==> src/hdl/dest_pkg.sv <==
`timescale 1ns / 1ps
// ----------------------------------------------------------------------------
// dest_pkg
// Shared types and constants for the entry set table: request and response
// payloads, stored entry layout, controller commands and status, and states.
// ----------------------------------------------------------------------------
package dest_pkg;

  localparam int CAPACITY   = 256;
  localparam int LAYER_BITS = 4;

  localparam int ADDR_W     = (CAPACITY > 1) ? $clog2(CAPACITY) : 1;
  localparam int COUNT_W    = $clog2(CAPACITY + 1);
  localparam int SLOT_W     = 8;
  localparam int LIVE_W     = 9;
  localparam int LAYER_IN_W = 4;
  localparam int LAYER_KEEP = (LAYER_BITS < LAYER_IN_W) ? LAYER_BITS : LAYER_IN_W;
  localparam int CMP_W      = (COUNT_W > SLOT_W) ? COUNT_W : SLOT_W;

  localparam logic [2:0] REQ_CLEAR        = 3'd0;
  localparam logic [2:0] REQ_ADD          = 3'd1;
  localparam logic [2:0] REQ_REMOVE_KEY   = 3'd2;
  localparam logic [2:0] REQ_REMOVE_INDEX = 3'd3;
  localparam logic [2:0] REQ_CONTAINS     = 3'd4;
  localparam logic [2:0] REQ_GET          = 3'd5;

  typedef struct packed {
    logic [2:0]              req_type;
    logic signed [31:0]      pos_x;
    logic signed [31:0]      pos_y;
    logic [LAYER_IN_W-1:0]   layer;
    logic [SLOT_W-1:0]       slot;
  } req_t;

  typedef struct packed {
    logic                    ok;
    logic signed [31:0]      out_x;
    logic signed [31:0]      out_y;
    logic [LAYER_IN_W-1:0]   out_layer;
    logic [LIVE_W-1:0]       live_count;
  } rsp_t;

  typedef struct packed {
    logic [31:0]             x;
    logic [31:0]             y;
    logic [LAYER_KEEP-1:0]   layer;
  } entry_t;

  typedef struct packed {
    logic load_req;
    logic clr_count;
    logic scan_step;
    logic rd_last;
    logic rd_slot;
    logic set_target_hit;
    logic set_target_slot;
    logic move_write;
    logic add_write;
    logic res_ok;
    logic res_get;
    logic out_load;
  } dest_cmd_t;

  typedef struct packed {
    logic [2:0] req_type;
    logic       slot_lt_count;
    logic       full;
    logic       hit;
    logic       scan_done;
    logic       out_free;
  } dest_status_t;

  typedef enum logic [2:0] {
    ST_IDLE,
    ST_DECODE,
    ST_SCAN,
    ST_MOVE_RD,
    ST_MOVE_WR,
    ST_GET_RD,
    ST_GET_DATA,
    ST_FINISH
  } dest_state_t;

endpackage

==> src/hdl/dest_ctrl.sv <==
`timescale 1ns / 1ps
// ----------------------------------------------------------------------------
// dest_ctrl
// Request sequencer: decodes each accepted request and steps the datapath
// through scan, move, fetch and response phases.
// ----------------------------------------------------------------------------
module dest_ctrl
  import dest_pkg::*;
(
  input  logic         clk,
  input  logic         rst,
  input  logic         req_valid,
  output logic         req_ready,
  input  dest_status_t status,
  output dest_cmd_t    cmd
);

  dest_state_t state;
  dest_state_t state_next;

  always_ff @(posedge clk) begin
    if (rst) begin
      state <= ST_IDLE;
    end else begin
      state <= state_next;
    end
  end

  always_comb begin
    state_next = state;
    unique case (state)
      ST_IDLE: begin
        if (req_valid) begin
          state_next = ST_DECODE;
        end
      end
      ST_DECODE: begin
        unique case (status.req_type)
          REQ_ADD, REQ_REMOVE_KEY, REQ_CONTAINS: state_next = ST_SCAN;
          REQ_REMOVE_INDEX: state_next = status.slot_lt_count ? ST_MOVE_RD : ST_FINISH;
          REQ_GET: state_next = status.slot_lt_count ? ST_GET_RD : ST_FINISH;
          default: state_next = ST_FINISH;
        endcase
      end
      ST_SCAN: begin
        if (status.hit) begin
          state_next = (status.req_type == REQ_REMOVE_KEY) ? ST_MOVE_RD : ST_FINISH;
        end else if (status.scan_done) begin
          state_next = ST_FINISH;
        end
      end
      ST_MOVE_RD:  state_next = ST_MOVE_WR;
      ST_MOVE_WR:  state_next = ST_FINISH;
      ST_GET_RD:   state_next = ST_GET_DATA;
      ST_GET_DATA: state_next = ST_FINISH;
      ST_FINISH: begin
        if (status.out_free) begin
          state_next = ST_IDLE;
        end
      end
      default: state_next = ST_IDLE;
    endcase
  end

  always_comb begin
    cmd       = '0;
    req_ready = 1'b0;
    unique case (state)
      ST_IDLE: begin
        req_ready    = 1'b1;
        cmd.load_req = req_valid;
      end
      ST_DECODE: begin
        unique case (status.req_type)
          REQ_CLEAR: begin
            cmd.clr_count = 1'b1;
            cmd.res_ok    = 1'b1;
          end
          REQ_REMOVE_INDEX: cmd.set_target_slot = status.slot_lt_count;
          default: ;
        endcase
      end
      ST_SCAN: begin
        if (status.hit) begin
          cmd.res_ok         = (status.req_type != REQ_REMOVE_KEY);
          cmd.set_target_hit = (status.req_type == REQ_REMOVE_KEY);
        end else if (status.scan_done) begin
          cmd.add_write = (status.req_type == REQ_ADD) && !status.full;
          cmd.res_ok    = (status.req_type == REQ_ADD) && !status.full;
        end else begin
          cmd.scan_step = 1'b1;
        end
      end
      ST_MOVE_RD: cmd.rd_last = 1'b1;
      ST_MOVE_WR: begin
        cmd.move_write = 1'b1;
        cmd.res_ok     = 1'b1;
      end
      ST_GET_RD:   cmd.rd_slot = 1'b1;
      ST_GET_DATA: cmd.res_get = 1'b1;
      ST_FINISH:   cmd.out_load = status.out_free;
      default: ;
    endcase
  end

`ifndef NO_ASSERTIONS
  a_accept_only_idle: assert property (@(posedge clk) disable iff (rst)
    req_valid && req_ready |=> state == ST_DECODE)
    else $error("accepted request did not enter decode");

  a_finish_holds: assert property (@(posedge clk) disable iff (rst)
    state == ST_FINISH && !status.out_free |=> state == ST_FINISH)
    else $error("response dropped while output busy");

  a_move_pair: assert property (@(posedge clk) disable iff (rst)
    state == ST_MOVE_RD |=> state == ST_MOVE_WR)
    else $error("move read not followed by move write");
`endif

endmodule

==> config.mk <==
export PLATFORM = sky130hd
export DESIGN_NAME = dest_ctrl
export DESIGN_NICKNAME = d
export VERILOG_FILES = /design/src/hdl/dest_pkg.sv /design/src/hdl/dest_ctrl.sv
export SDC_FILE = /design/constraint.sdc
export NUM_CORES = 1
export LEC_CHECK = 0
export BUFFER_PORTS_ARGS = -buffer_cell sky130_fd_sc_hd__buf_2
export CAP_MARGIN = 40
export CORE_AREA = 2 2 39 41
export CTS_BUF_LIST = sky130_fd_sc_hd__clkbuf_4
export CTS_CLUSTER_DIAMETER = 200
export CTS_CLUSTER_SIZE = 10
export DETAILED_ROUTE_END_ITERATION = 6
export DIE_AREA = 0 0 41 43
export PLACE_DENSITY_LB_ADDON = 0.05
export SLEW_MARGIN = 20
export SYNTH_ARGS = -nofsm -noshare
export SYNTH_HDL_FRONTEND = slang
export SYNTH_SLANG_ARGS = --single-unit
==> constraint.sdc <==
create_clock -name clk -period 2.5 [get_ports clk]
set_clock_uncertainty 0.15 [all_clocks]
set_input_delay 0.125 -clock clk [delete_from_list [all_inputs] [get_ports clk]]
set_output_delay 0.125 -clock clk [all_outputs]
set_load 0.05 [all_outputs]
==> results.py, run 1 <==
metrics = {
    "status": {
        "run_status": "completed",
    },
    "timing": {
        "fin_ws_ns": 0.638,
        "timing.final.max_slew_violations": 0,
        "grt_setup_unrepaired": "no",
        "worstMarginPinSlew_ns": 0.415,
        "fin_crit_ns": 1.86,
        "max-slew-margin-rel_pct": 72.3,
        "hold_viol": 0,
        "max_freq_mhz": 537,
        "timing.final.setup_violations": 0,
        "totalNegativeSetupSlack_ns": 0,
        "fin_crit_sh_pct": 74.5,
    },
    "logic_synthesis": {
        "synth_top_cells_by_area": "dfxtp_1 14%, nor2_1 7.9%, buf_6 5.3%",
        "postSynthAreaPerCell_um2": 6.88,
        "postSynthCellCount": 62,
        "post_synth_instance_area_um2": 427,
        "synth-seq-area-share_pct": 14.1,
        "mappedNetlistNets": 73,
        "synth-async-reset-ratio_pct": 0,
        "post-synth-top-area-fraction_pct": 14.1,
        "synth_enable_flop_cells": 0,
        "synthMostInstantiatedCell": "nor2_1",
        "post_synth_num_cell_types": 33,
        "yosys_register_bits": 3,
        "ys.warnings.count": 0,
        "synth.cells.most_frequent": "9 x nor2_1, 5 x nand2_1, 4 x o21ai_0",
        "synth_ff_type": "dfxtp_1",
        "cell_accounting_for_the_most_synthesized_area": "dfxtp_1",
    },
    "route": {
        "post_route_drc": 0,
        "routedWlPerCell_um": 11.1,
        "route.final.wire_length_mm": 1.12,
        "drt_pass_1_iters": 4,
        "vias": 516,
        "drt_iter0_drc": 2,
        "detail_route.vias_per_cell": 5.11,
        "drt.antenna.violating_nets": 0,
    },
    "placed_design": {
        "placement.setup.worst_slack_ns": 0.867,
        "place_congestion": 0.735,
        "port_buffers": 23,
        "detailed_place_hpwl_um": 870,
    },
    "setup_path": {
        "crit_required_ns": 2.23,
        "reg2reg_setup_slack_ns": 0.99,
        "critical_path_data_arrival_time_ns": 1.59,
        "worst_setup_path_start_kind": "flop",
        "endpoint_kind": "output pin",
        "critical_path_endpoint": "cmd[2]",
        "crit-reg2reg-launch": "state[1]$_SDFFE_PP0P_",
        "crit_fanout": 14,
        "critical_path.startpoint": "state[0]$_SDFFE_PP0P_",
        "reg2reg_to": "state[2]$_SDFFE_PP0P_",
        "timing.setup.critical_path_class": "reg -> out",
        "reg2reg_depth": 4,
    },
    "grt": {
        "global_route.overflow_total": 0,
        "grt_met1_use_pct": 17.9,
        "first_global_vias": 407,
        "antenna_found_initial": 0,
        "gr-usage-met2_pct": 20.3,
        "grt.total_usage_pct": 13.3,
        "grt_start_max_net_pins": 15,
        "grt-busiest-layer": "met2",
        "gr-usage-met3_pct": 1.57,
        "global_route_wire_length_before_repair_mm": 1.64,
    },
    "clock_network": {
        "h-tree-depth": 1,
        "clock_tree.root_cell": "clkbuf_4",
        "source_to_sink_clock_delay_at_the_later_pin_of_the_worst_skew_pair_ns": 0.23,
        "cts_tree": "built",
        "cts_inserted_buffers": 3,
        "clk_pin_slew_worst_paths_ns": 0.03,
        "cts-root-to-sink-buffers": 2,
        "clock-sinks": 3,
        "cts.repair.resized": 0,
    },
    "floorplanning": {
        "i_o_pins": 24,
        "dieArea_um2": 1760,
        "placeableCoreArea_um2": 1380,
        "floorplan.initialDensity_pct": 30.8,
        "die_y_um": 43,
        "placementRows": 14,
        "horizontal_die_dimension_um": 41,
    },
    "layout": {
        "layout_top_registers": "state (3)",
        "final_nets": 97,
        "final_layout_size_suffix_gt1_share_pct": 37.6,
        "area.growth.synth_to_final_pct": 32.6,
        "antenna_cell_count": 0,
        "largest_register_ffs": 3,
        "largest-register": "state",
    },
    "min_path": {
        "min_path_type": "in -> reg",
    },
    "run": {
        "number_of_max_cap_violations": 0,
    },
    "pwr": {
        "vdd_ir_drop_max_v": 0.000420,
        "p_leak_nw": 0.282,
        "p_per_area_nw_per_um2": 849,
    },
}
-- per-layer routing --
layer	share of wire (%)	wire, µm
met1	48	538
met2	45	499
met3	5.8	65
met4	1.5	17
met5	0	0
-- what timing repair did --
item                                   in CTS  in global routing
setup buffers                               0                  0
hold buffers                                1                  0
endpoints found under the hold margin       2                  0
-- area by class of cell --
class                           instances  area [µm²]
Tap cell                               16        20.0
Timing Repair Buffer                   24         125
Multi-Input combinational cell         51         319
Inverter                                3        11.3
Fill cell                             160         818
Clock buffer                            4        30.0
Sequential cell                         3        60.1
-- critical path: stages, from the launching register on --
cell	delay (ns)
dfxtp_1	0.55
nor3b_2	0.27
and2_1	0.16
o21bai_1	0.10
buf_2	0.27
-- cells by family (layout without fill, tap and decap cells) --
kind of cell	count (synthesis)	count (layout)	synth area share, %
flops	3	3	14.1
buf+inv	8	31	12.6
xor+xnor	1	1	2.05
simple gates	33	33	43.1
compound gates	17	17	28.2
-- power by group --
| group | internal, mW | switching (mW) |
|---|---|---|
| clock network | 0.0706 | 0.0241 |
| registers | 0.0616 | 0.0430 |
| logic | 0.0943 | 0.187 |
-- cells in the final DEF, fill, tap and decap left out --
cell type and instances:
o21ai_1 2, nand4bb_1 1, clkbuf_4 4, nor4b_2 1, dfxtp_1 3, buf_2 23, nor2b_1 2, inv_2 1
nor3b_1 2, nor2_1 9, a21oi_1 2, o31a_1 1, a211o_1 1, nand3_1 1, a2bb2oi_1 1, nor3_1 3
a221oi_2 1, nand3b_1 1, or2_2 1, xor2_1 1, a21o_1 1, and2_1 2, nand2_1 5, o21bai_1 1
o22ai_1 1, and3_1 3, a221oi_1 1, o21ai_0 4, dlygate4sd3_1 1, nor4_1 1, inv_1 2, nor3b_2 1
a41oi_1 1
-- worst min path at each step --
stage,startpoint,cells past startpoint,end
after floorplan,rst,1,state[1]$_SDFFE_PP0P_
after global placement,rst,2,state[1]$_SDFFE_PP0P_
after detailed placement,rst,2,state[1]$_SDFFE_PP0P_
final,status[1],3,state[0]$_SDFFE_PP0P_
after global routing,status[1],3,state[0]$_SDFFE_PP0P_
after CTS,status[0],4,state[1]$_SDFFE_PP0P_
-- metrics by stage --
| step | util (%) | cells | power (mW) | cell area, µm² | hold WS [ns] |
|---|---|---|---|---|---|
| after floorplan | - | 62 | 0.336 | 433 | 0.0474 |
| after global placement | 38.0 | 96 | 0.391 | 526 | 0.186 |
| after detailed placement | 38.0 | 96 | 0.386 | 526 | 0.185 |
| after CTS | 40.9 | 101 | 0.485 | 566 | 0.112 |
| after global routing | 40.9 | 101 | 0.515 | 566 | 0.133 |
| final | 40.9 | 101 | 0.480 | 566 | 0.106 |
Note: power is estimated with default switching activity, not from simulation.
==> inputs of run 2 (changes only) <==
--- a/config.mk
+++ b/config.mk
@@ -5,6 +5,7 @@
 export SDC_FILE = /design/constraint.sdc
 export NUM_CORES = 1
 export LEC_CHECK = 0
+export ABC_AREA = 1
 export BUFFER_PORTS_ARGS = -buffer_cell sky130_fd_sc_hd__buf_2
 export CAP_MARGIN = 40
 export CORE_AREA = 2 2 39 41
==> constraint.sdc (replaced) <==
create_clock -name clk -period 1.8 [get_ports clk]
set_clock_uncertainty 0.15 [all_clocks]
set_input_delay 0.09 -clock clk [delete_from_list [all_inputs] [get_ports clk]]
set_output_delay 0.09 -clock clk [all_outputs]
set_load 0.05 [all_outputs]
==> run 2 against run 1 <==
  * Sequential cell count is the same
  * Combinational power increased by 120%
  * Global-route usage increased by 1.0 points
  * Setup slack got worse by 0.45 ns
  * Critical path depth grew 2
  * Via count is 4.7% higher
  * Worst hold slack worse by 0.0089 ns
  * Clock power grew 46%
  * Critical path type unchanged
  * Highest routed layer is now met3
==> results.py, run 2 <==
metrics = {
    "setup_path": {
        "cp_num_buf_inv": 3,
        "crit-reg2reg-launch": "state[0]$_SDFFE_PP0P_",
        "crit_fanout": 10,
        "endpoint_kind": "output pin",
        "worst_setup_path_start_kind": "flop",
        "cells_traversed_along_the_worst_timing_path": "inv_2 > nand2_2 > nor2_2 > nand2_1 > inv_1 > buf_2",
        "crit_required_ns": 1.56,
        "reg2reg_setup_slack_ns": 0.39,
        "critical-path-top-delay-family": "buffers and inverters",
        "critical_path_data_arrival_time_ns": 1.37,
        "critical_path.startpoint": "state[0]$_SDFFE_PP0P_",
        "timing.setup.critical_path_class": "reg -> out",
        "timing.critical_path.slowest_cell_delay_ns": 0.41,
        "cp_slowest_cell": "dfxtp_1",
    },
    "timing": {
        "timing.final.max_slew_violations": 0,
        "worstMarginPinSlew_ns": 0.367,
        "fin_crit_ns": 1.61,
        "grt_setup_unrepaired": "no",
        "timing.final.setup_violations": 0,
        "max_freq_mhz": 622,
        "hold_viol": 0,
        "totalNegativeSetupSlack_ns": 0,
        "fin_crit_sh_pct": 89.3,
        "max-slew-margin-rel_pct": 75.5,
    },
    "logic_synthesis": {
        "synth_enable_flop_cells": 0,
        "synth.cells.most_frequent": "22 x nand2_1, 14 x inv_1, 9 x nor2_1",
        "cell_accounting_for_the_most_synthesized_area": "nand2_1",
        "post_synth_instance_area_um2": 407,
        "yosys_register_bits": 3,
        "post-synth-top-area-fraction_pct": 20.3,
        "largest_family_of_logic_cells_by_synthesized_area": "simple AND/OR/NAND/NOR gates",
        "synth_ff_type": "dfxtp_1",
        "ys.warnings.count": 0,
        "synthMostInstantiatedCell": "nand2_1",
        "mappedNetlistNets": 90,
        "synth-seq-area-share_pct": 14.8,
        "post_synth_mux_area_share_pct": 0,
        "synth_compound_gate_area_share_pct": 8.00,
        "synthSimpleGateAreaFrac_pct": 56.9,
        "postSynthCellCount": 79,
        "synth_top_cells_by_area": "nand2_1 20%, dfxtp_1 15%, inv_1 13%",
        "synth_xor_xnor_area_share_pct": 0,
        "postSynthAreaPerCell_um2": 5.15,
        "synth-async-reset-ratio_pct": 0,
        "post_synth_num_cell_types": 14,
        "adder_and_majority_cell_fraction_of_the_synthesized_area_pct": 0,
    },
    "floorplanning": {
        "horizontal_die_dimension_um": 41,
        "placeableCoreArea_um2": 1380,
        "dieArea_um2": 1760,
        "placementRows": 14,
        "die_y_um": 43,
        "floorplan.initialDensity_pct": 29.4,
        "i_o_pins": 24,
    },
    "route": {
        "detail_route.vias_per_cell": 4.46,
        "route.final.wire_length_mm": 1.11,
        "drt.antenna.violating_nets": 0,
        "routedWlPerCell_um": 9.17,
        "vias": 540,
        "drt_iter0_drc": 13,
        "post_route_drc": 0,
        "drt_pass_1_iters": 4,
    },
    "layout": {
        "final_layout_size_suffix_gt1_share_pct": 37.1,
        "antenna_cell_count": 0,
        "leading_cell_types_in_the_layout_fill_and_taps_excluded": "23 x buf_2, 22 x nand2_1, 14 x inv_1, 9 x nor2_1, 7 x nand3_1",
        "area_of_the_multi_input_gates_um2": 284,
        "seq_area_um2": 60.1,
        "largest-register": "state",
        "utilization_pct": 41.9,
        "largest_register_ffs": 3,
        "layout.filler_cells": 170,
        "layout_top_registers": "state (3)",
        "layout_commonest_cell": "buf_2",
        "postLayoutCellArea_um2": 579,
        "area.growth.synth_to_final_pct": 42.5,
        "final_nets": 117,
        "layout.cells.non_filler": 121,
    },
    "clock_network": {
        "cts_tree": "built",
        "cts_inserted_buffers": 3,
        "cts_setup_buffers": 0,
        "clk_pin_slew_worst_paths_ns": 0.04,
        "source_to_sink_clock_delay_at_the_later_pin_of_the_worst_skew_pair_ns": 0.24,
        "clock_tree.root_cell": "clkbuf_4",
        "cts_hold_repair.buffers": 1,
        "clock-sinks": 3,
        "h-tree-depth": 1,
        "cts.repair.resized": 0,
        "cts-root-to-sink-buffers": 2,
    },
    "placed_design": {
        "postPlaceCellArea_um2": 539,
        "place_congestion": 0.737,
        "detailed_place_hpwl_um": 880,
        "inst_count_dp": 116,
        "port_buffers": 23,
    },
    "pwr": {
        "p_leak_nw": 0.373,
        "total_power_mw": 0.932,
        "vdd_ir_drop_max_v": 0.000487,
        "p_per_area_nw_per_um2": 1610,
    },
    "grt": {
        "grt-busiest-layer": "met2",
        "global_route_wire_length_before_repair_mm": 1.76,
        "grt_start_max_net_pins": 11,
        "gr-usage-met3_pct": 1.57,
        "grt_met1_use_pct": 19.2,
        "grt.total_usage_pct": 14.3,
        "first_global_vias": 447,
        "global_route.overflow_total": 0,
        "antenna_found_initial": 0,
        "gr-usage-met2_pct": 22.2,
    },
    "min_path": {
        "min_path_type": "in -> reg",
        "worstHoldStart": "status[0]",
    },
    "run": {
        "number_of_max_cap_violations": 0,
    },
    "status": {
        "run_status": "completed",
    },
}
==> run 2: cell count changes after synthesis, sizes merged, moves of 2 or more <==
cell / previous run / this run
nand2: 5 / 25
inv: 3 / 16
nand3: 1 / 7
o21ai: 6 / 2
and3: 3 / 0
buf: 5 / 2
nor2: 9 / 12
nor3: 3 / 6
nor3b: 3 / 0
a221oi: 2 / 0
and2: 2 / 0
nand4: 0 / 2
nor2b: 2 / 0
==> run 2: kinds of logic (layout without fill, tap and decap cells) <==
logic type             count (synthesis)  in the layout
and+or+nand+nor                       52             52
buffers and inverters                 18             44
AOI/OAI and AO/OA                      6              6
DFF                                    3              3
==> run 2: metrics by stage <==
stage / worst slack, ns / hold WS, ns
after floorplan: 0.00450 / 0.00907
after global placement: 0.378 / 0.131
after detailed placement: 0.387 / 0.131
after CTS: 0.180 / 0.0898
after global routing: 0.0710 / 0.130
final: 0.193 / 0.0970
==> run 2: final timing paths <==
check,endpoint,depth (start not counted)
hold reg to reg,state[2]$_SDFFE_PP0P_,2
setup reg to reg,state[1]$_SDFFE_PP0P_,8
hold / removal,state[2]$_SDFFE_PP0P_,4
setup / recovery,cmd[9],6
==> run 2: routing by layer <==
metal / share of wire, % / up-vias
li1: - / 295
met1: 45 / 227
met2: 50 / 18
met3: 5.7 / 0
met4: 0 / 0
met5: 0 / -
==> run 2: report_power, final <==
group | switching, mW | internal [mW]
sequential | 0.0682 | 0.0972
clock | 0.0395 | 0.0984
combinational | 0.459 | 0.170
==> run 2: area by class of cell <==
class / instances / area share (%)
timing repair buffer: 24 / 21.6
multi-input combinational: 58 / 49.0
clock buffer: 4 / 5.18
sequential: 3 / 10.4
tap: 16 / 3.46
inverter: 16 / 10.4
==> run 2: worst min-delay path, cell delays in order <==
cell	delay, ns
buf_2	0.08
inv_1	0.04
nand4_1	0.14
a21oi_1	0.09
